==> src/hdl/wav_pcm16_stream_decoder_core_defines.svh <==
// Assertion macros for the PCM16 stream decoder.
// Included by modules that carry concurrent checks.
`ifndef WAV_PCM16_STREAM_DECODER_CORE_DEFINES_SVH
`define WAV_PCM16_STREAM_DECODER_CORE_DEFINES_SVH
`ifndef NO_ASSERTIONS
`define WPD_ASSERT_IMPL(label, clk, rst, a, c) \
  label: assert property (@(posedge clk) disable iff (rst) (a) |-> (c)) else $error("wpd check");
`define WPD_ASSERT_NEXT(label, clk, rst, a, c) \
  label: assert property (@(posedge clk) disable iff (rst) (a) |=> (c)) else $error("wpd check");
`else
`define WPD_ASSERT_IMPL(label, clk, rst, a, c)
`define WPD_ASSERT_NEXT(label, clk, rst, a, c)
`endif
`endif

==> src/hdl/wpd_pkg.sv <==
// Package for the PCM16 stream decoder: codes and payload types.
// No dependencies.
package wpd_pkg;
  localparam logic [1:0] ST_OK = 2'd0;
  localparam logic [1:0] ST_MISSING = 2'd1;
  localparam logic [1:0] ST_UNSUPP = 2'd2;
  localparam logic [1:0] ST_RAW_MISALIGN = 2'd3;
  localparam logic [31:0] TAG_FMT = 32'h2074_6D66;
  localparam logic [31:0] TAG_DATA = 32'h6174_6164;
  localparam logic [31:0] RIFF_WORD = 32'h4646_4952;
  localparam logic [31:0] WAVE_WORD = 32'h4556_4157;

  typedef struct packed {
    logic [7:0] data_byte;
    logic end_of_file;
  } in_item_t;

  typedef struct packed {
    logic kind;
    logic signed [31:0] sample;
    logic [1:0] status;
    logic last;
  } out_item_t;
endpackage

==> src/hdl/wpd_in_if.sv <==
// Valid/ready channel interfaces for the PCM16 stream decoder.
// Depends on wpd_pkg.
interface wpd_in_if import wpd_pkg::*; ();
  logic valid;
  logic ready;
  in_item_t payload;
  modport source (output valid, output payload, input ready);
  modport sink (input valid, input payload, output ready);
endinterface

interface wpd_out_if import wpd_pkg::*; ();
  logic valid;
  logic ready;
  out_item_t payload;
  modport source (output valid, output payload, input ready);
  modport sink (input valid, input payload, output ready);
endinterface

==> src/hdl/wav_pcm16_stream_decoder_core.sv <==
// Top level: RIFF/WAVE PCM16 parser with raw int32 fallback.
// Frame averaging uses a restoring divider, one quotient bit a cycle.
// A closing frame runs the divider before its average is loaded into the output
// register; each result waits in an output register until transferred.
// Throughput: one byte per cycle outside frame ends and result delivery.
// Reset (rst, synchronous): parser returns to header phase, output empty.
`include "wav_pcm16_stream_decoder_core_defines.svh"
module wav_pcm16_stream_decoder_core import wpd_pkg::*; (
  input logic clk,
  input logic rst,
  wpd_in_if.sink in_ch,
  wpd_out_if.source out_ch
);
  typedef enum logic [2:0] {
    M_HEADER, M_CHDR, M_SKIP, M_FMT, M_DATA, M_PAD, M_RAW
  } mode_t;
  typedef enum logic [2:0] {
    S_IN, S_DIV, S_EMIT, S_HDR, S_STAT
  } seq_t;

  mode_t mode;
  seq_t seq;
  logic [7:0] hdr [12];
  logic [31:0] total_bytes, chunk_tag, chunk_length, chunk_offset;
  logic [15:0] format_code, channel_count, bits_seen, channel_index, lo_byte;
  logic format_seen, data_seen;
  logic [31:0] word_asm, channel_sum;
  logic eof_pend;
  logic [1:0] hdr_idx, hdr_cnt;
  logic [47:0] dividend;
  logic [16:0] rem;
  logic [5:0] div_cnt;
  logic div_neg;
  out_item_t res;
  logic res_valid;

  logic [7:0] b;
  logic [31:0] tb1, v16, sum_next, q32;
  logic [16:0] rem_sh;
  logic take, dec_en;

  assign b = in_ch.payload.data_byte;
  assign tb1 = total_bytes + 32'd1;
  assign dec_en = channel_count != 16'd0 && format_code == 16'd1 && bits_seen == 16'd16;
  assign v16 = {{16{b[7]}}, b, lo_byte[7:0]};
  assign sum_next = channel_sum + v16;
  assign take = in_ch.valid && in_ch.ready;
  assign in_ch.ready = seq == S_IN && !res_valid;
  assign out_ch.valid = res_valid;
  assign out_ch.payload = res;
  assign rem_sh = {rem[15:0], dividend[47]};
  assign q32 = div_neg ? (32'd0 - dividend[31:0]) : dividend[31:0];

  function automatic logic [31:0] hword(input logic [7:0] h [12], input logic [1:0] i);
    logic [3:0] base;
    base = {i, 2'b00};
    return {h[base + 4'd3], h[base + 4'd2], h[base + 4'd1], h[base]};
  endfunction

  function automatic logic [1:0] status_of(input mode_t m, input logic [31:0] tb,
      input logic ds, input logic [15:0] cc, input logic [15:0] fc, input logic [15:0] bs);
    if (m == M_HEADER || m == M_RAW) return (tb[1:0] != 2'd0) ? ST_RAW_MISALIGN : ST_OK;
    else if (!ds || cc == 16'd0) return ST_MISSING;
    else if (fc != 16'd1 || bs != 16'd16) return ST_UNSUPP;
    return ST_OK;
  endfunction

  always_ff @(posedge clk) begin
    if (rst) begin
      mode <= M_HEADER; seq <= S_IN; res_valid <= 1'b0;
      total_bytes <= '0; chunk_tag <= '0; chunk_length <= '0; chunk_offset <= '0;
      format_code <= '0; channel_count <= '0; bits_seen <= '0;
      format_seen <= 1'b0; data_seen <= 1'b0; word_asm <= '0;
      channel_index <= '0; channel_sum <= '0; eof_pend <= 1'b0;
    end else begin
      if (out_ch.valid && out_ch.ready) res_valid <= 1'b0;
      unique case (seq)
        S_IN: if (take) begin
          total_bytes <= tb1;
          eof_pend <= in_ch.payload.end_of_file;
          seq <= in_ch.payload.end_of_file ? S_STAT : S_IN;
          unique case (mode)
            M_HEADER: begin
              hdr[tb1[3:0] - 4'd1] <= b;
              hdr_idx <= 2'd0;
              if (tb1 == 32'd12 && {hdr[3], hdr[2], hdr[1], hdr[0]} == RIFF_WORD &&
                  {b, hdr[10], hdr[9], hdr[8]} == WAVE_WORD) begin
                mode <= M_CHDR; chunk_offset <= '0;
              end else if (tb1 == 32'd12) begin
                mode <= M_RAW; word_asm <= '0;
                hdr_cnt <= 2'd3; seq <= S_HDR;
              end else if (in_ch.payload.end_of_file) begin
                hdr_cnt <= tb1[3:2];
                seq <= (tb1[3:2] != 2'd0) ? S_HDR : S_STAT;
              end
            end
            M_CHDR: begin
              if (chunk_offset < 32'd4) chunk_tag <= {b, chunk_tag[31:8]};
              else chunk_length <= {b, chunk_length[31:8]};
              chunk_offset <= chunk_offset + 32'd1;
              if (chunk_offset == 32'd7) begin
                chunk_offset <= '0; channel_index <= '0; channel_sum <= '0;
                word_asm <= '0; chunk_tag <= '0;
                if (chunk_tag == TAG_FMT && !data_seen &&
                    {b, chunk_length[31:8]} >= 32'd16) mode <= M_FMT;
                else if (chunk_tag == TAG_DATA && !data_seen && format_seen) begin
                  mode <= ({b, chunk_length[31:8]} == 32'd0) ? M_CHDR : M_DATA;
                  data_seen <= 1'b1;
                end else mode <= ({b, chunk_length[31:8]} == 32'd0) ? M_CHDR : M_SKIP;
              end
            end
            M_PAD: begin
              mode <= M_CHDR; chunk_offset <= '0;
            end
            M_RAW: begin
              unique case (tb1[1:0] - 2'd1)
                2'd0: word_asm <= {24'd0, b};
                2'd1: word_asm[15:8] <= b;
                2'd2: word_asm[23:16] <= b;
                default: begin
                  res <= '{kind: 1'b0, sample: {b, word_asm[23:0]}, status: ST_OK,
                           last: 1'b0};
                  res_valid <= 1'b1; word_asm <= '0;
                  seq <= in_ch.payload.end_of_file ? S_EMIT : S_IN;
                end
              endcase
            end
            default: begin
              if (mode == M_FMT) begin
                if (chunk_offset < 32'd4) begin
                  case (chunk_offset[1:0])
                    2'd0: chunk_tag[7:0] <= chunk_tag[7:0] | b;
                    2'd1: chunk_tag[15:8] <= chunk_tag[15:8] | b;
                    2'd2: chunk_tag[23:16] <= chunk_tag[23:16] | b;
                    default: chunk_tag[31:24] <= chunk_tag[31:24] | b;
                  endcase
                end else if (chunk_offset == 32'd14) word_asm <= {24'd0, b};
                else if (chunk_offset == 32'd15) begin
                  format_code <= chunk_tag[15:0];
                  channel_count <= chunk_tag[31:16];
                  bits_seen <= {b, word_asm[7:0]};
                  format_seen <= 1'b1;
                end
              end else if (mode == M_DATA && dec_en) begin
                if (!chunk_offset[0]) lo_byte <= {8'd0, b};
                else if (channel_index + 16'd1 >= channel_count) begin
                  div_neg <= sum_next[31];
                  dividend <= {(sum_next[31] ? 32'd0 - sum_next : sum_next), 16'd0};
                  rem <= '0; div_cnt <= 6'd48; seq <= S_DIV;
                  channel_index <= '0; channel_sum <= '0;
                end else begin
                  channel_sum <= sum_next; channel_index <= channel_index + 16'd1;
                end
              end
              chunk_offset <= chunk_offset + 32'd1;
              if (chunk_offset + 32'd1 >= chunk_length) begin
                mode <= chunk_length[0] ? M_PAD : M_CHDR;
                chunk_offset <= '0; chunk_tag <= '0;
                channel_index <= '0; channel_sum <= '0;
              end
            end
          endcase
        end
        S_DIV: begin
          if (rem_sh >= {1'b0, channel_count}) begin
            rem <= rem_sh - {1'b0, channel_count};
            dividend <= {dividend[46:0], 1'b1};
          end else begin
            rem <= rem_sh;
            dividend <= {dividend[46:0], 1'b0};
          end
          div_cnt <= div_cnt - 6'd1;
          if (div_cnt == 6'd1) seq <= S_EMIT;
        end
        S_EMIT: if (!res_valid) begin
          if (mode == M_RAW || mode == M_HEADER) begin
            seq <= eof_pend ? S_STAT : S_IN;
          end else begin
            res <= '{kind: 1'b0, sample: q32, status: ST_OK, last: 1'b0};
            res_valid <= 1'b1;
            seq <= eof_pend ? S_STAT : S_IN;
          end
        end
        S_HDR: if (!res_valid) begin
          res <= '{kind: 1'b0, sample: hword(hdr, hdr_idx), status: ST_OK, last: 1'b0};
          res_valid <= 1'b1;
          hdr_idx <= hdr_idx + 2'd1;
          if (hdr_idx + 2'd1 == hdr_cnt) seq <= eof_pend ? S_STAT : S_IN;
        end
        default: if (!res_valid) begin
          res <= '{kind: 1'b1, sample: 32'd0,
                   status: status_of(mode, total_bytes, data_seen, channel_count,
                                     format_code, bits_seen), last: 1'b1};
          res_valid <= 1'b1;
          seq <= S_IN; mode <= M_HEADER;
          total_bytes <= '0; chunk_tag <= '0; chunk_length <= '0; chunk_offset <= '0;
          format_code <= '0; channel_count <= '0; bits_seen <= '0;
          format_seen <= 1'b0; data_seen <= 1'b0; word_asm <= '0;
          channel_index <= '0; channel_sum <= '0; eof_pend <= 1'b0;
        end
      endcase
    end
  end

  `WPD_ASSERT_IMPL(a_ready_idle, clk, rst, in_ch.ready, seq == S_IN && !res_valid)
  `WPD_ASSERT_IMPL(a_last_kind, clk, rst, res_valid, res.last == res.kind)
  `WPD_ASSERT_NEXT(a_div_nonzero, clk, rst, seq == S_DIV, channel_count != 16'd0)
  `WPD_ASSERT_NEXT(a_stat_reset, clk, rst, seq == S_STAT && !res_valid,
                   mode == M_HEADER && total_bytes == 32'd0)
endmodule
==> src/flat_wrapper.sv <==
// flat-port wrapper written by rule: the top's interface ports become plain ports
module wav_pcm16_stream_decoder_core_flat import wpd_pkg::*;
  (clk, rst, in_ch_valid, in_ch_payload, in_ch_ready, out_ch_valid, out_ch_payload, out_ch_ready);
  wpd_in_if in_ch_i ();
  wpd_out_if out_ch_i ();
  input logic clk;
  input logic rst;
  input wire logic [$bits(in_ch_i.valid)-1:0] in_ch_valid;
  input wire logic [$bits(in_ch_i.payload)-1:0] in_ch_payload;
  output wire logic [$bits(in_ch_i.ready)-1:0] in_ch_ready;
  output wire logic [$bits(out_ch_i.valid)-1:0] out_ch_valid;
  output wire logic [$bits(out_ch_i.payload)-1:0] out_ch_payload;
  input wire logic [$bits(out_ch_i.ready)-1:0] out_ch_ready;
  assign in_ch_i.valid = in_ch_valid;
  assign in_ch_i.payload = in_ch_payload;
  assign in_ch_ready = in_ch_i.ready;
  assign out_ch_valid = out_ch_i.valid;
  assign out_ch_payload = out_ch_i.payload;
  assign out_ch_i.ready = out_ch_ready;
  wav_pcm16_stream_decoder_core u_core (.clk(clk), .rst(rst), .in_ch(in_ch_i), .out_ch(out_ch_i));
endmodule
==> config.mk <==
export PLATFORM = sky130hd
export DESIGN_NAME = wav_pcm16_stream_decoder_core_flat
export DESIGN_NICKNAME = d
export VERILOG_FILES = /design/src/hdl/wpd_pkg.sv /design/src/hdl/wpd_in_if.sv /design/src/hdl/wav_pcm16_stream_decoder_core.sv /design/src/flat_wrapper.sv
export VERILOG_INCLUDE_DIRS = /design/src /design/src/hdl
export SDC_FILE = /design/constraint.sdc
export NUM_CORES = 1
export LEC_CHECK = 0
export ABC_AREA = 0
export BUFFER_PORTS_ARGS = -buffer_cell sky130_fd_sc_hd__buf_2
export CAP_MARGIN = 5
export CORE_UTILIZATION = 46
export CTS_CLUSTER_DIAMETER = 120
export CTS_CLUSTER_SIZE = 8
export DETAILED_ROUTE_END_ITERATION = 12
export PLACE_DENSITY = 0.7
export SKIP_LAST_GASP = 1
export SLEW_MARGIN = 40
export SYNTH_ARGS = -nofsm -noshare
export SYNTH_HDL_FRONTEND = slang
export SYNTH_SLANG_ARGS = --single-unit
==> constraint.sdc <==
create_clock -name clk -period 15.8 [get_ports clk]
set_clock_uncertainty 0.15 [all_clocks]
set_input_delay 1.58 -clock clk [delete_from_list [all_inputs] [get_ports clk]]
set_output_delay 1.58 -clock clk [all_outputs]
set_load 0.005 [all_outputs]
== Yosys cells after proc, flatten, opt, wreduce, memory -nomap -nowiden ==
Cells that the tools add are included.
Storage, ports and cells
  output and inout port bits: 38
  register bits after elaboration: 473
Operators by class
  add/sub/neg operators: 14
  order comparisons: 11
  muxes and demuxes: 196
  equality and inequality tests: 75
  reduce and logical (&&, ||, !) cells: 60
  bitwise gates (word level): 16
Operators by type and width (number)
  32-bit two-way mux: 24
  16-bit two-way mux: 33
  32-bit case mux with 2 select lines: 7
  48-bit two-way mux: 6
  36-bit two-way mux: 7
  16-bit case mux with 2 select lines: 6
  24-bit two-way mux: 6
  36-bit case mux with 4 select lines: 1
  8-bit binary-select mux with 4-bit select: 4
  32-bit case mux with 4 select lines: 1
  8-bit two-way mux: 13
  96-bit bitwise mux: 1
  32-bit by 31-bit == test with 1-bit output (second input constant): 3
  32-bit by 4-bit == test with 1-bit output (second input constant): 3
  24-bit case mux with 4 select lines: 1
  48-bit case mux with 2 select lines: 1
  3-bit two-way mux: 26
  32-bit by 1-bit adder with 32-bit output (second input constant): 2
  8-bit AND reduction: 8
  1-bit by 32-bit subtractor with 32-bit output (first input constant): 2
  24-bit case mux with 2 select lines: 1
  8-bit case mux with 2 select lines: 3
  2-bit != test (second input constant): 22
  4-bit != test (second input constant): 10
  other kinds (66): 181

== Longest topological paths before layout ==
Gate-level depths: netlist of run 1.
  depth in word-level cells: 11
  gate-level depth with buffers: 23

== Worst setup path before layout of run 1 ==
OpenSTA, ideal clock, no wires.
  path kind: register to register
  from: register u_core.channel_index[0]
  to: register u_core.div_cnt[0] (enable)
  cell stages (with the launch flop): 16
  path buffers: 0
  slack: 5846 ps
  arrival: 9133 ps
  required time: 14979 ps
  path through: dfxtp_1 ha_1 nand3_1 nor2_1 and3_1 and3_1 nand3_1 and2_1 or2_2 ha_1 nand4_1 o21ai_0 a21oi_1 nor2_1 a21oi_1 nor4_1
Between the ends
  cells in the longest elaborated chain, start to end: 4
Ends and longest elaborated chain
  start, declared: line wav_pcm16_stream_decoder_core.sv:25  | logic [15:0] format_code, channel_count, bits_seen, channel_index, lo_byte;
  start signal, assigned: line wav_pcm16_stream_decoder_core.sv:152  | channel_sum <= sum_next; channel_index <= channel_index + 16'd1;
  16-bit by 1-bit adder with 16-bit output: line wav_pcm16_stream_decoder_core.sv:146  | else if (channel_index + 16'd1 >= channel_count) begin
  16-bit greater-or-equal comparator: line wav_pcm16_stream_decoder_core.sv:146
  2-bit != test (no source line)
  8-bit AND reduction (no source line)
  end signal, assigned: line wav_pcm16_stream_decoder_core.sv:172  | div_cnt <= div_cnt - 6'd1;
  end, declared: line wav_pcm16_stream_decoder_core.sv:32  | logic [5:0] div_cnt;
Every way passes these cells.
A chain may end at the register's enable or synchronous reset.

== Worst setup path in the final report of run 1 ==
  from: input port in_ch_payload[1]
  to: register u_core.dividend[47], data pin
Between the ends
  cells in the longest elaborated chain, start to end: 10
Ends and longest elaborated chain
  start, declared: line flat_wrapper.sv:9  | input wire logic [$bits(in_ch_i.payload)-1:0] in_ch_payload;
  32-bit adder *: line wav_pcm16_stream_decoder_core.sv:46  | assign sum_next = channel_sum + v16;
  1-bit by 32-bit subtractor with 32-bit output: line wav_pcm16_stream_decoder_core.sv:148  | dividend <= {(sum_next[31] ? 32'd0 - sum_next : sum_next), 16'd0};
  32-bit two-way mux *: line wav_pcm16_stream_decoder_core.sv:148
  48-bit two-way mux *: line wav_pcm16_stream_decoder_core.sv:146
  48-bit two-way mux *: line wav_pcm16_stream_decoder_core.sv:145  | if (!chunk_offset[0]) lo_byte <= {8'd0, b};
  48-bit two-way mux *: line wav_pcm16_stream_decoder_core.sv:144  | end else if (mode == M_DATA && dec_en) begin
  48-bit two-way mux *: line wav_pcm16_stream_decoder_core.sv:129  | if (mode == M_FMT) begin
  48-bit two-way mux *: line wav_pcm16_stream_decoder_core.sv:82  | unique case (mode)
  48-bit two-way mux *: line wav_pcm16_stream_decoder_core.sv:78  | S_IN: if (take) begin
  48-bit case mux with 2 select lines *: line wav_pcm16_stream_decoder_core.sv:77  | unique case (seq)
  end signal, assigned: line wav_pcm16_stream_decoder_core.sv:148
  end signal, assigned: line wav_pcm16_stream_decoder_core.sv:167  | dividend <= {dividend[46:0], 1'b1};
  end signal, assigned: line wav_pcm16_stream_decoder_core.sv:170  | dividend <= {dividend[46:0], 1'b0};
  end, declared: line wav_pcm16_stream_decoder_core.sv:30  | logic [47:0] dividend;
Mark *: on every way between the ends. The rest lies on a longest branch, timed or not. The select of a mux whose other input is x is not followed.

==> metrics list, run 1 <==
- Number of cells upsized or downsized after cts: 0
* Met2 Resource Use GR: 41.9%
- The first global-routing pass estimated approximately 110000 um of wire.
* Initial antenna violation count: 0
* Top-level I/O count: just over 50
* Part of the total power dissipated in sequential elements: between 40% and 50%
* Final max-slew violation count: 0
- Port Buffers: 50
- Cell internal power was estimated by the tool at 2180 uW.
* Yosys top cell area share: 24.6%
* CTS HTree Levels: 3
- The routed layout has 22086 vias.
- Critical path arrival: ~5700 ps
- Static timing analysis puts the maximum clock frequency at about 180 MHz.
- In this run the power density over the cells is about 100 mW/mm^2.
- Max-cap violations in this run came to 0.
- Clock-pin slew was measured on the worst setup and hold paths at around 50 ps.
* Combinational Power Share: ~9.0%
- No sink is reached through more buffers than the 3 on the longest clock path.
- Die Area: a little under 0.06 sq mm
* Switching share of total power: between 20% and 30%
- Core ar.: about 0.056 sq mm
- The critical path in this run is classified as input port to flop.
* Final period util: around 34%
* Min Tclk post-route: 5440 ps
* Share of synthesized flip-flops with an asynchronous set or reset: 0%
- At the later pin of the worst-skew pair, clock insertion delay measures 600 ps.
* Fin area: 0.0290 sq mm
- Using the TritonRoute via totals, the vias-per-cell ratio works out to just over 6.
* Clock tree from TritonCTS: yes
- The biggest area contributor in the post-synthesis netlist is sky130_fd_sc_hd__edfxtp_1.
- Once layout is complete, the utilization of the core stands at roughly 52%.
- The count of nets left with antenna violations once routing finished came out at 0.
- Endpoints failing setup: 0
- During synthesis, Yosys emitted a total of 0 warnings.
- For this run, the total global-route usage over all layers was measured as 25.1%.
- Initial standard-cell utilization of the core: a little under half
* TritonCTS Sinks: between 400 and 500
* Cell Area, Placed: between 0.02 and 0.03 sq mm
- The HPWL after detailed placement is 49200 um.
- Counting the buffers created by CTS gives around 70.
* Power spent charging and discharging nets: approximately 740 uW
* Worst-case vdd ir drop: between 0.08 and 0.09 mV
- Sequential elements use between 40% and 50% of the synthesized area.
- Outcome: finished, final reports clean
- Overflow left after global routing: 0
- Rel. slew slack: ~45%
- Critical path capture point type: flop
* Y dimension of the die: approximately 240 um
- After detailed routing, the average wire length per cell comes to between 15 and 20 um.
* Reg-to-reg setup timing slack: 10370 ps
- At the pin with the least slew margin, the transition time is 830 ps.
- In this run the static leakage power is about 0.011 uW.
* Post-CTS Setup Inserts: 0
- Hold Buf Count CTS: 0
- Pre-Repair DR Iteration Count: 5
- Entering global routing, the biggest net connects just under 100 pins.
* Clock network fraction of total power: 45.9%
- The first routing iteration left about 2000 violations.
- At the end of routability-driven placement, the weighted congestion stood at between 0.9 and 1.
- Met3 layer usage reported by global route: 3.08%
- Busiest grt layer: met2
- Number of enable-type register cells in the synthesized netlist: roughly 210
* CTS Root Buffer Type: sky130_fd_sc_hd__clkbuf_16
- The final hold violation count was 0.
- Setup repair after global routing left no endpoint under its margin.
- The floorplan has 86 rows.
- Diodes inserted: 0
- For the final routed database, the setup TNS stands at 0 ps.
* Fraction of layout cells with a size suffix above 1: approximately 8%
* Data required time of the worst path: around 16000 ps
- Among all flip-flop cells after synthesis, the most frequent one is sky130_fd_sc_hd__dfxtp_1.
- STA classifies the critical path startpoint as an input port.
- Cells taking the most area after synthesis: sky130_fd_sc_hd__edfxtp_1 25%, sky130_fd_sc_hd__dfxtp_1 20%, sky130_fd_sc_hd__ha_1 5.3%, sky130_fd_sc_hd__nor2_1 4.5%, sky130_fd_sc_hd__a21oi_1 4.4%
- Count of different cell masters after synthesis: between 80 and 90
- In this run, synthesis produced a sequential element count of 472.
- A synthesized cell averages between 9 and 10 sq um.
- The number of nets in the synthesized netlist is between 2000 and 3000.
- The die is between 200 and 250 um wide.
* Post-synth design cell area: between 0.02 and 0.03 sq mm
- In the final design database the tool counted 2984 nets.
- Kind of path behind the tightest hold check: flop to flop
- Area Overhead vs Synth: 11.0%
- Number of DRC violations after detailed routing: 0
* Met1 Resource Use GR: between 30% and 40%
- Synthesis handed over a netlist of around 2900 instances.
- In this run the worst path has a maximum fanout of 26.
* Total Wirelength: between 70000 and 80000 um
* Number of global-route vias before repair: about 21000
[cells in the mapped netlist (all sizes together), types with 32 or more instances]
cell type,instances
nand3,95
xnor2,71
nand4,47
and3,39
nor2,310
buf,32
inv,84
a21oi,233
a21o,39
nor4,48
and2,38
nand2b,74
clkbuf,138
xor2,67
o21ai,149
nand2,260
ha,110
mux2i,80
edfxtp,214
a22oi,104
a22o,32
nor3,54
dfxtp,258
a211oi,54
[cells by family after synthesis]
kind of cell	after synthesis	synth area share, %
simple gates	1085	20.7
compound gates	730	18.0
flops	472	44.4
buf+inv	255	3.80
xor+xnor	138	4.63
fa+ha+maj	113	5.46
mux	80	3.07
[worst paths after layout]
kind                                       startpoint  cells past startpoint                                   end
hold reg to reg   u_core.chunk_length[1]$_SDFFE_PP0P_                      2   u_core.chunk_length[1]$_SDFFE_PP0P_
setup / recovery                     in_ch_payload[1]                     14         u_core.dividend[47]$_DFFE_PP_
hold / removal    u_core.chunk_length[1]$_SDFFE_PP0P_                      2   u_core.chunk_length[1]$_SDFFE_PP0P_
setup reg to reg  u_core.chunk_offset[2]$_SDFFE_PP0P_                     20  u_core.channel_index[8]$_SDFFE_PP0P_
[cell usage in the layout (no fill, tap or decap), types with 9 or more instances in the layout]
cell | Yosys | routed
sky130_fd_sc_hd__nand2b_1 | 73 | 73
sky130_fd_sc_hd__o211ai_1 | 10 | 10
sky130_fd_sc_hd__a22o_1 | 32 | 32
sky130_fd_sc_hd__a21oi_1 | 231 | 229
sky130_fd_sc_hd__nor4_1 | 43 | 41
sky130_fd_sc_hd__a21o_1 | 39 | 39
sky130_fd_sc_hd__clkbuf_16 | 0 | 69
sky130_fd_sc_hd__buf_2 | 12 | 49
sky130_fd_sc_hd__nor2b_1 | 26 | 24
sky130_fd_sc_hd__nor4b_1 | 13 | 12
sky130_fd_sc_hd__inv_1 | 84 | 84
sky130_fd_sc_hd__and3_1 | 39 | 39
sky130_fd_sc_hd__o21ai_0 | 141 | 141
sky130_fd_sc_hd__or3_1 | 18 | 17
sky130_fd_sc_hd__dfxtp_1 | 258 | 258
sky130_fd_sc_hd__nor3_1 | 53 | 49
sky130_fd_sc_hd__nor2_1 | 310 | 308
sky130_fd_sc_hd__clkbuf_1 | 136 | 34
sky130_fd_sc_hd__nand2_1 | 260 | 258
sky130_fd_sc_hd__o21a_1 | 18 | 17
sky130_fd_sc_hd__nand4_1 | 45 | 45
sky130_fd_sc_hd__xnor2_1 | 71 | 71
sky130_fd_sc_hd__a22oi_1 | 104 | 104
sky130_fd_sc_hd__a31oi_1 | 14 | 14
sky130_fd_sc_hd__nand3_1 | 93 | 93
sky130_fd_sc_hd__edfxtp_1 | 214 | 214
sky130_fd_sc_hd__or2_2 | 24 | 24
sky130_fd_sc_hd__buf_4 | 1 | 31
sky130_fd_sc_hd__o31ai_1 | 12 | 12
sky130_fd_sc_hd__mux2i_1 | 80 | 80
sky130_fd_sc_hd__a211oi_1 | 52 | 51
sky130_fd_sc_hd__a311oi_1 | 14 | 14
sky130_fd_sc_hd__or4_1 | 9 | 9
sky130_fd_sc_hd__ha_1 | 110 | 110
sky130_fd_sc_hd__xor2_1 | 67 | 66
sky130_fd_sc_hd__and2_1 | 38 | 35
[layout make-up]
| class | instances | area, sq um |
|---|---|---|
| Clock inverter | 5 | 58.8 |
| Tap cell | 748 | 936 |
| Fill cell | 4951 | 26700 |
| Sequential cell | 472 | 11600 |
| Inverter | 85 | 319 |
| Clock buffer | 103 | 1850 |
| Multi-Input combinational cell | 2146 | 13600 |
| Timing Repair Buffer | 86 | 578 |
[per-stage QoR]
stage	cells	hold slack (ps)	setup WS [ps]	power [uW]
floorplan	2873	282	5850	1510
global placement	3535	289	9920	1580
detailed placement	3537	295	9840	1600
CTS	3645	302	10410	2930
global route	3645	324	9750	3000
finish	3645	299	10360	2920
[metal layers]
| layer | wire length, um | share of wire (%) |
|---|---|---|
| met1 | 31600 | 43 |
| met2 | 34400 | 47 |
| met5 | 0 | 0 |
| met3 | 4360 | 6.0 |
| met4 | 2250 | 3.1 |
[registers in the layout, summed over array words and instances, names as in the netlist, 24 cells and up]
name                   flops
u_core.hdr                96
u_core.dividend           48
u_core.out_ch.payload     35
u_core.channel_sum        32
u_core.chunk_length       32
u_core.chunk_offset       32
u_core.chunk_tag          32
u_core.total_bytes        32
u_core.word_asm           24
[power groups by stage]
stage | combinational [uW] | clock [uW] | sequential (uW)
after floorplan | 178 | 0 | 1330
after global placement | 247 | 0 | 1340
after detailed placement | 259 | 0 | 1340
after CTS | 260 | 1350 | 1310
after global routing | 284 | 1400 | 1310
final | 264 | 1340 | 1310
[critical path, cell delays in order]
cell                       delay, ps
sky130_fd_sc_hd__buf_2            90
sky130_fd_sc_hd__buf_4           320
sky130_fd_sc_hd__ha_1            390
sky130_fd_sc_hd__a21oi_1         420
sky130_fd_sc_hd__o211ai_1        160
sky130_fd_sc_hd__a21boi_0        440
sky130_fd_sc_hd__nand2_1         120
sky130_fd_sc_hd__xor2_1          220
sky130_fd_sc_hd__a211oi_1        430
sky130_fd_sc_hd__nand3b_1        310
sky130_fd_sc_hd__nor4_2          500
sky130_fd_sc_hd__nand4_1         210
sky130_fd_sc_hd__or4_1           430
sky130_fd_sc_hd__o21ai_1         120
No activity file was read; power rests on OpenSTA's default activity.
==> run 2: changes to the inputs <==
==> constraint.sdc (replaced) <==
create_clock -name clk -period 5.1 [get_ports clk]
set_clock_uncertainty 0.15 [all_clocks]
set_input_delay 0.51 -clock clk [delete_from_list [all_inputs] [get_ports clk]]
set_output_delay 0.51 -clock clk [all_outputs]
set_load 0.005 [all_outputs]
==> run 2 against run 1 <==
Compared with the run above: clock power rose to 3.1 times the previous value; die area unchanged; first-iteration DRC count grew 1.1%; critical path type is now flop to flop.
==> metrics list, run 2 (synthesis gave the netlist of run 1 again) <==
- The flow ran to the end, and the final reports show no timing, DRC or antenna violations.
- The worst setup path is launched from a flop.
- After the flow finishes, the layout carries non-filler instances totaling about 3700.
- Post-CTS timing repair inserted 0 buffers for setup.
- At the end of routability-driven placement, the weighted congestion stood at ~0.9.
- The tightest min-delay check is of the input port to flop type.
- Max cap viols: 0
- The number of global-route vias before repair came to 20711.
- The worst hold path begins at in_ch_payload[0].
- In this run the core area contains 86 standard-cell rows.
- Initial standard-cell utilization of the core: 46.9%
- Detailed routing inserted a total of roughly 22000 vias.
* Pre-CTS setup slack: about 55 ps
- Relative to the synthesized area, the layout overhead comes to 12.1%.
- Most used cells in the layout excluding fill and tap cells: 303 x sky130_fd_sc_hd__nor2_1, 257 x sky130_fd_sc_hd__nand2_1, 254 x sky130_fd_sc_hd__dfxtp_1
* Start of the worst register-to-register path: u_core.chunk_offset[2]$_SDFFE_PP0P_
* Overflow left after global routing: 0
- The worst-case IR drop observed on VDD is 0.213 mV.
- Buffers inserted during clock tree synthesis total 68.
- The number of antenna diodes in the final layout is 0.
- Final max-slew violation count: 0
- Clock tree synthesis selected as its root buffer the cell sky130_fd_sc_hd__clkbuf_16.
- The final layout contains 2997 nets.
- The floorplan step set the die height to 240 um.
- Counting every sink on the clock net gives roughly 470.
- Data required time of the worst path: approximately 5500 ps
- TritonCTS built the clock tree.
- The layout has ~5000 filler cells.
* Top-level I/O count: 51
- The worst setup path is captured at a flop.
- Pwr/cell area: between 300 and 400 mW/mm^2
- Global-route wire length before repair: approximately 110000 um
- Worst path setup slack after routing: 289 ps
- After detailed routing, the number of remaining DRC violations is 0.
- 1st-iter DRT viols: 1994
- Leakage Power: approximately 0.011 uW
* Min Tclk post-route: about 4800 ps
- After clock tree synthesis, the clock-pin slew on the worst setup and hold paths is around 50 ps.
* Final period util: 94.3%
- During placement, the flow inserted port buffers numbering 50.
* Total Routing Usage GR: about a quarter
- Flip-flop count of the largest register, all copies and words added: 96
- The floorplan step defined a core boundary enclosing 0.0556 sq mm.
- Adding up every negative setup slack in the final design gives 0 ps.
- Setup violations remaining at the end of the flow were counted as 0.
* Hold Buf Count CTS: 0
* Number of cells in the design after placement: 3548
- RSZ-0062 raised after global routing: no
* Maximum fanout count along the critical path: 23
- Hold is met by 96.1 ps.
* Pin count of the biggest net entering global routing: between 100 and 150
* Initial antenna violation count: 0
- Timing startpoint of the critical path: u_core.chunk_offset[2]$_SDFFE_PP0P_
* Die Area: between 0.05 and 0.06 sq mm
- Actual slew at the worst max-slew pin: between 800 and 900 ps
- In this run the horizontal extent of the chip is ~240 um.
- HPWL Detailed: slightly below 50000 um
- Achievable frequency: 208 MHz
- Rel. slew slack: between 40% and 50%
* Commonest non-fill, non-tap cell in the layout: sky130_fd_sc_hd__nor2_1
- Of the cells placed in the final design, the portion with a size suffix greater than 1 is a little under a tenth.
- Critical path arrival: ~5200 ps
* Classification of the worst setup path: flop to flop
- Clock latency on the worst-skew pair, taken at its later pin, is about 600 ps.
* Number of nets with antenna violations after routing: 0
* Max Root-Sink Buffers: 3
- In the routed layout, each cell is associated on average with a via count of 6.05.
* Wire per inst: a little under 20 um
* Final hold viol count: 0
- Before antenna repair, the detailed router went through 5 iterations.
- The H-tree generated during clock tree synthesis spans 3 levels.
- Total Wirelength: 71900 um
[run 2: cell count changes in the layout (fill, tap and decap cells not counted), sizes merged]
cell | before | now
buf | 86 | 98
clkbuf | 103 | 106
clkinv | 3 | 5
inv | 87 | 86
[run 2: path summary, 6_finish.rpt]
kind | end | slack, ps | cells past startpoint
max | u_core.channel_index[2]$_SDFFE_PP0P_ | 290 | 21
min | u_core.eof_pend$_SDFFE_PP0P_ | 100 | 3
max reg2reg | u_core.channel_index[2]$_SDFFE_PP0P_ | 290 | 21
min reg2reg | u_core.chunk_length[4]$_SDFFE_PP0P_ | 300 | 2
[run 2: report_power, final]
part	switching, uW	total (uW)	internal, uW
Combinational	586	841	255
Sequential	59.8	4070	4010
Clock	1690	4200	2510
Total	2340	9120	6780
[run 2: through the flow]
| step | util [%] | area [sq um] | total power (uW) |
|---|---|---|---|
| detailed placement | 48.9 | 27200 | 4960 |
| finish | 52.6 | 29300 | 9120 |
| global route | 52.6 | 29300 | 9400 |
| CTS | 52.5 | 29200 | 9170 |
| global placement | 48.8 | 27200 | 4930 |
| floorplan | - | 26200 | 4670 |
[run 2: final cells by class]
| class | count | area [sq um] | area share [%] |
|---|---|---|---|
| multi-input cells | 2146 | 13700 | 47.0 |
| flip-flops and latches | 472 | 11600 | 39.6 |
| clock buffers | 105 | 1860 | 6.36 |
| well taps | 748 | 936 | 3.20 |
| repair buffers | 99 | 706 | 2.41 |
| inverters | 85 | 319 | 1.09 |
| clock inverters | 6 | 108 | 0.368 |
[run 2: layer usage]
layer | up-vias | routed length [um] | part of all wire, % | global-route usage (%)
li1 | 10455 | - | - | -
met1 | 10663 | 31400 | 44 | 33.4
met2 | 878 | 33600 | 47 | 39.9
met3 | 143 | 4740 | 6.6 | 3.25
met4 | 0 | 2080 | 2.9 | 9.19
met5 | - | 0 | 0 | 0
[run 2: what timing repair did]
action / 4_1_cts / 5_1_grt
endpoints found under the setup margin: 0 / 83
hold endpoints to repair: 0 / 0
resized for setup: 0 / 11
[run 2: worst max-delay path: stages, from the launching register on]
cell	delay, ps
sky130_fd_sc_hd__dfxtp_1	440
sky130_fd_sc_hd__and2_1	220
sky130_fd_sc_hd__and4_2	310
sky130_fd_sc_hd__nand3_2	150
sky130_fd_sc_hd__nor2_2	180
sky130_fd_sc_hd__buf_4	150
sky130_fd_sc_hd__xor2_2	240
sky130_fd_sc_hd__ha_1	290
sky130_fd_sc_hd__a21o_1	180
sky130_fd_sc_hd__a21o_1	170
sky130_fd_sc_hd__a21o_1	180
sky130_fd_sc_hd__a21o_1	180
sky130_fd_sc_hd__a21oi_1	180
sky130_fd_sc_hd__o31a_1	160
sky130_fd_sc_hd__o41ai_1	110
sky130_fd_sc_hd__buf_4	170
sky130_fd_sc_hd__nor4_1	220
sky130_fd_sc_hd__buf_4	230
sky130_fd_sc_hd__and3_2	310
sky130_fd_sc_hd__buf_12	210
sky130_fd_sc_hd__o21ai_0	130
sky130_fd_sc_hd__a21oi_1	170
==> run 3: changes to the inputs <==
--- a/config.mk
+++ b/config.mk
@@ -9,11 +9,13 @@
 export ABC_AREA = 0
 export BUFFER_PORTS_ARGS = -buffer_cell sky130_fd_sc_hd__buf_2
 export CAP_MARGIN = 5
+export CELL_PAD_IN_SITES_DETAIL_PLACEMENT = 1
+export CELL_PAD_IN_SITES_GLOBAL_PLACEMENT = 1
 export CORE_UTILIZATION = 46
 export CTS_CLUSTER_DIAMETER = 120
 export CTS_CLUSTER_SIZE = 8
 export DETAILED_ROUTE_END_ITERATION = 12
-export PLACE_DENSITY = 0.7
+export PLACE_DENSITY = 0.84
 export SKIP_LAST_GASP = 1
 export SLEW_MARGIN = 40
 export SYNTH_ARGS = -nofsm -noshare
==> constraint.sdc (replaced) <==
create_clock -name clk -period 5.6 [get_ports clk]
set_clock_uncertainty 0.15 [all_clocks]
set_input_delay 0.56 -clock clk [delete_from_list [all_inputs] [get_ports clk]]
set_output_delay 0.56 -clock clk [all_outputs]
set_load 0.005 [all_outputs]
==> run 3 against run 2 <==
Compared with the run above: fmax fell by 8.2%; global-route usage rose by 5.2 points; cell count fell by 0.27%; routed wire length rose by 21%; power fell by 8.1%; largest cell class unchanged; largest power group unchanged.
==> metrics list, run 3 (synthesis gave the netlist of run 1 again) <==
- Global routing finished with a remaining overflow of 0.
* Logic depth of the worst register-to-register path: 21
- Number of cells in the design after placement: 3540
* Leakage Power: around 0.011 uW
- Startpoint Class: flop
- The worst path meets setup with between 300 and 400 ps of slack.
- Across all register-to-register paths, the minimum setup slack is 360 ps.
- The initial antenna violation count came to 2.
* Critical path's largest stage delay: approximately 450 ps
- Counting both buffers and inverters, the worst setup path holds a total of 2.
- Clock latency on the worst-skew pair, taken at its later pin, is roughly 600 ps.
* Power spent charging and discharging nets: between 2000 and 2500 uW
- Start of the worst register-to-register path: u_core.chunk_offset[2]$_SDFFE_PP0P_
* Global-route wire length before repair: ~130000 um
* Outcome: finished, final reports clean
* Pin count of the biggest net entering global routing: 99
- Before CTS, the worst setup slack after placement is approximately 290 ps.
* Commonest non-fill, non-tap cell in the layout: sky130_fd_sc_hd__nor2_1
- Detailed placement finished with a half-perimeter wire length of between 50000 and 60000 um.
- Worst Hold End: u_core.total_bytes[26]$_SDFFE_PP0P_
- Part of the total power dissipated in sequential elements: 44.3%
- The net count of the finished layout is 2988.
- Once the clock tree was built, the resizer swapped 0 gates to a different size.
* Pre-Repair DR Iteration Count: 5
- Combinational cells account for a little under a tenth of the total power.
- For the pin with the worst max-slew slack, the measured transition is between 900 and 1000 ps.
* Pwr/cell area: between 200 and 300 mW/mm^2
- Rel. slew slack: about 37%
* Cell Int Power: around 6200 uW
* Max cap viols: 0
- HP Start: rst
- Final max-slew violation count: 0
* Y dimension of the die: 240 um
- Buffers placed on the I/O ports in this run total 50.
* Flip-flop count of the largest register, all copies and words added: 96
- Net switching is between 20% and 30% of the power.
* CTS HTree Levels: 3
- RSZ-0062 raised after global routing: no
- After the first detailed-routing iteration, the DRC count stood at just over 2000.
- The critical path crosses 21 cells after its start point.
- For the final routed database, the setup TNS stands at 0 ps.
- Final standard cell utilization of the core: between 50% and 60%
- Final period util: a little over nine tenths
- Number of global-route vias before repair: roughly 24000
- The clock passes through at most 3 buffers.
- TritonCTS built the clock tree.
- Min Tclk post-route: between 5000 and 6000 ps
- Clock network fraction of total power: a little under half
* Total Routing Usage GR: between 20% and 30%
* Classification of the worst setup path: flop to flop
- Slowest cell on the critical path: sky130_fd_sc_hd__dfxtp_1
* Worst-case vdd ir drop: 0.226 mV
- Counting every sink on the clock net gives roughly 470.
- The area growth from synthesis to layout is 11.2%.
* Most used cells in the layout excluding fill and tap cells: 306 x sky130_fd_sc_hd__nor2_1, 258 x sky130_fd_sc_hd__nand2_1, 258 x sky130_fd_sc_hd__dfxtp_1
- Walking the worst path, the cells encountered are and2_1 -> and4_1 -> nand3_1 -> nor2_2 -> and3_1 -> nand3_1 -> xnor2_1 -> ha_1 -> a21o_1 -> a21oi_1 -> nor2b_1 -> o21ai_0 -> nand2b_1 -> a21oi_1 -> o21ai_0 -> nor4_1 -> buf_4 -> and3_1 -> buf_6 -> o21ai_0 -> a21oi_1.
- Counting the fill cells in the layout gives 6355.
- After detailed routing, the total wire length is ~87000 um.
- For this design, the CTS-stage hold fixing added 0 buffers.
- Die outline width: about 240 um
* Fin cells: around 3700
- The number of clock buffers added by TritonCTS is roughly 70.
* Kind of path behind the tightest hold check: input port to flop
- Number of DRC violations after detailed routing: 0
* Number of nets with antenna violations after routing: 0
- Endpoints failing setup: 0
- Critical path arrival: 5600 ps
- The floorplan has 86 rows.
- The die covers slightly below 0.06 sq mm.
* Hold Path Cell Cnt: 2
- Maximum fanout count along the critical path: 45
* Wire per inst: between 20 and 25 um
- After clock tree synthesis, the clock-pin slew on the worst setup and hold paths is around 50 ps.
- The post-route netlist has around 8.1% of its cells at a drive strength greater than 1.
- Pwr Total: 8380 uW
- Core ar.: 0.0556 sq mm
- Achievable frequency: 191 MHz
- RD Place Congestion: 0.882
* Critical path capture point type: flop
- Final hold viol count: 0
- For this configuration, the core starts out at a cell density of ~47%.
* Top-level I/O count: approximately 50
- Using the TritonRoute via totals, the vias-per-cell ratio works out to around 6.3.
- Data required time of the worst path: 5960 ps
* Vias: roughly 23000
- Kind of cell with the highest combined delay on the critical path: simple AND/OR/NAND/NOR gates
* Post-CTS Setup Inserts: 0
- Reg-to-reg endpoint: u_core.channel_index[3]$_SDFFE_PP0P_
* CTS Root Buffer Type: sky130_fd_sc_hd__clkbuf_16
## run 3: cell count changes in the layout (fill, tap and decap cells not counted), moves of 3 or more
cell / delta
sky130_fd_sc_hd__buf_6: +3
sky130_fd_sc_hd__nand3_2: -4
sky130_fd_sc_hd__ha_1: +3
sky130_fd_sc_hd__and3_1: +4
sky130_fd_sc_hd__nor2_2: -3
sky130_fd_sc_hd__nand3_1: +5
sky130_fd_sc_hd__nor2_1: +3
sky130_fd_sc_hd__buf_4: -8
sky130_fd_sc_hd__dfxtp_1: +4
sky130_fd_sc_hd__dfxtp_2: -3
sky130_fd_sc_hd__ha_4: -3
## run 3: how the worst max path moves through the flow
stage / startpoint / slack (ps) / endpoint
after floorplan: u_core.channel_index[0]$_SDFFE_PP0P_ / 250 / u_core.div_cnt[0]$_SDFFCE_PN0P_
after global placement: u_core.chunk_offset[2]$_SDFFE_PP0P_ / 620 / u_core.chunk_tag[24]$_SDFFE_PP0P_
after detailed placement: u_core.chunk_offset[2]$_SDFFE_PP0P_ / 290 / u_core.channel_index[3]$_SDFFE_PP0P_
after CTS: u_core.chunk_offset[2]$_SDFFE_PP0P_ / 150 / u_core.chunk_tag[27]$_SDFFE_PP0P_
after global routing: u_core.chunk_offset[2]$_SDFFE_PP0P_ / 50 / u_core.channel_index[3]$_SDFFE_PP0P_
final: u_core.chunk_offset[2]$_SDFFE_PP0P_ / 360 / u_core.channel_index[3]$_SDFFE_PP0P_
## run 3: cell type report
type / count / area, sq um / share of cell area (%)
multi-input cells: 2146 / 13600 / 47.0
well taps: 748 / 936 / 3.22
clock buffers: 105 / 1880 / 6.48
inverters: 85 / 319 / 1.10
diodes: 1 / 2.50 / 0.00862
flip-flops and latches: 472 / 11600 / 39.9
clock inverters: 4 / 53.8 / 0.185
repair buffers: 90 / 612 / 2.11
## run 3: stage by stage
step / hold slack (ps) / cell area, sq um
after detailed placement: 302 / 27000
final: 147 / 29000
after floorplan: 282 / 26100
after global routing: 160 / 29000
after global placement: 292 / 27000
after CTS: 132 / 29000
## run 3: power groups by stage
stage               clock, uW  sequential, uW  combinational (uW)
floorplan                   0            3750                 504
CTS                      3890            3710                 783
global route             4030            3710                 853
global placement            0            3770                 731
detailed placement          0            3770                 769
finish                   3860            3710                 805
## run 3: per-layer routing
metal	up-vias	part of all wire [%]	routed length [um]	GRT usage (%)
li1	10435	-	-	-
met4	0	4.3	3770	13.7
met5	-	0	0	0
met3	242	5.6	4830	4.11
met2	808	49	42900	51.5
met1	11535	41	35300	36.7
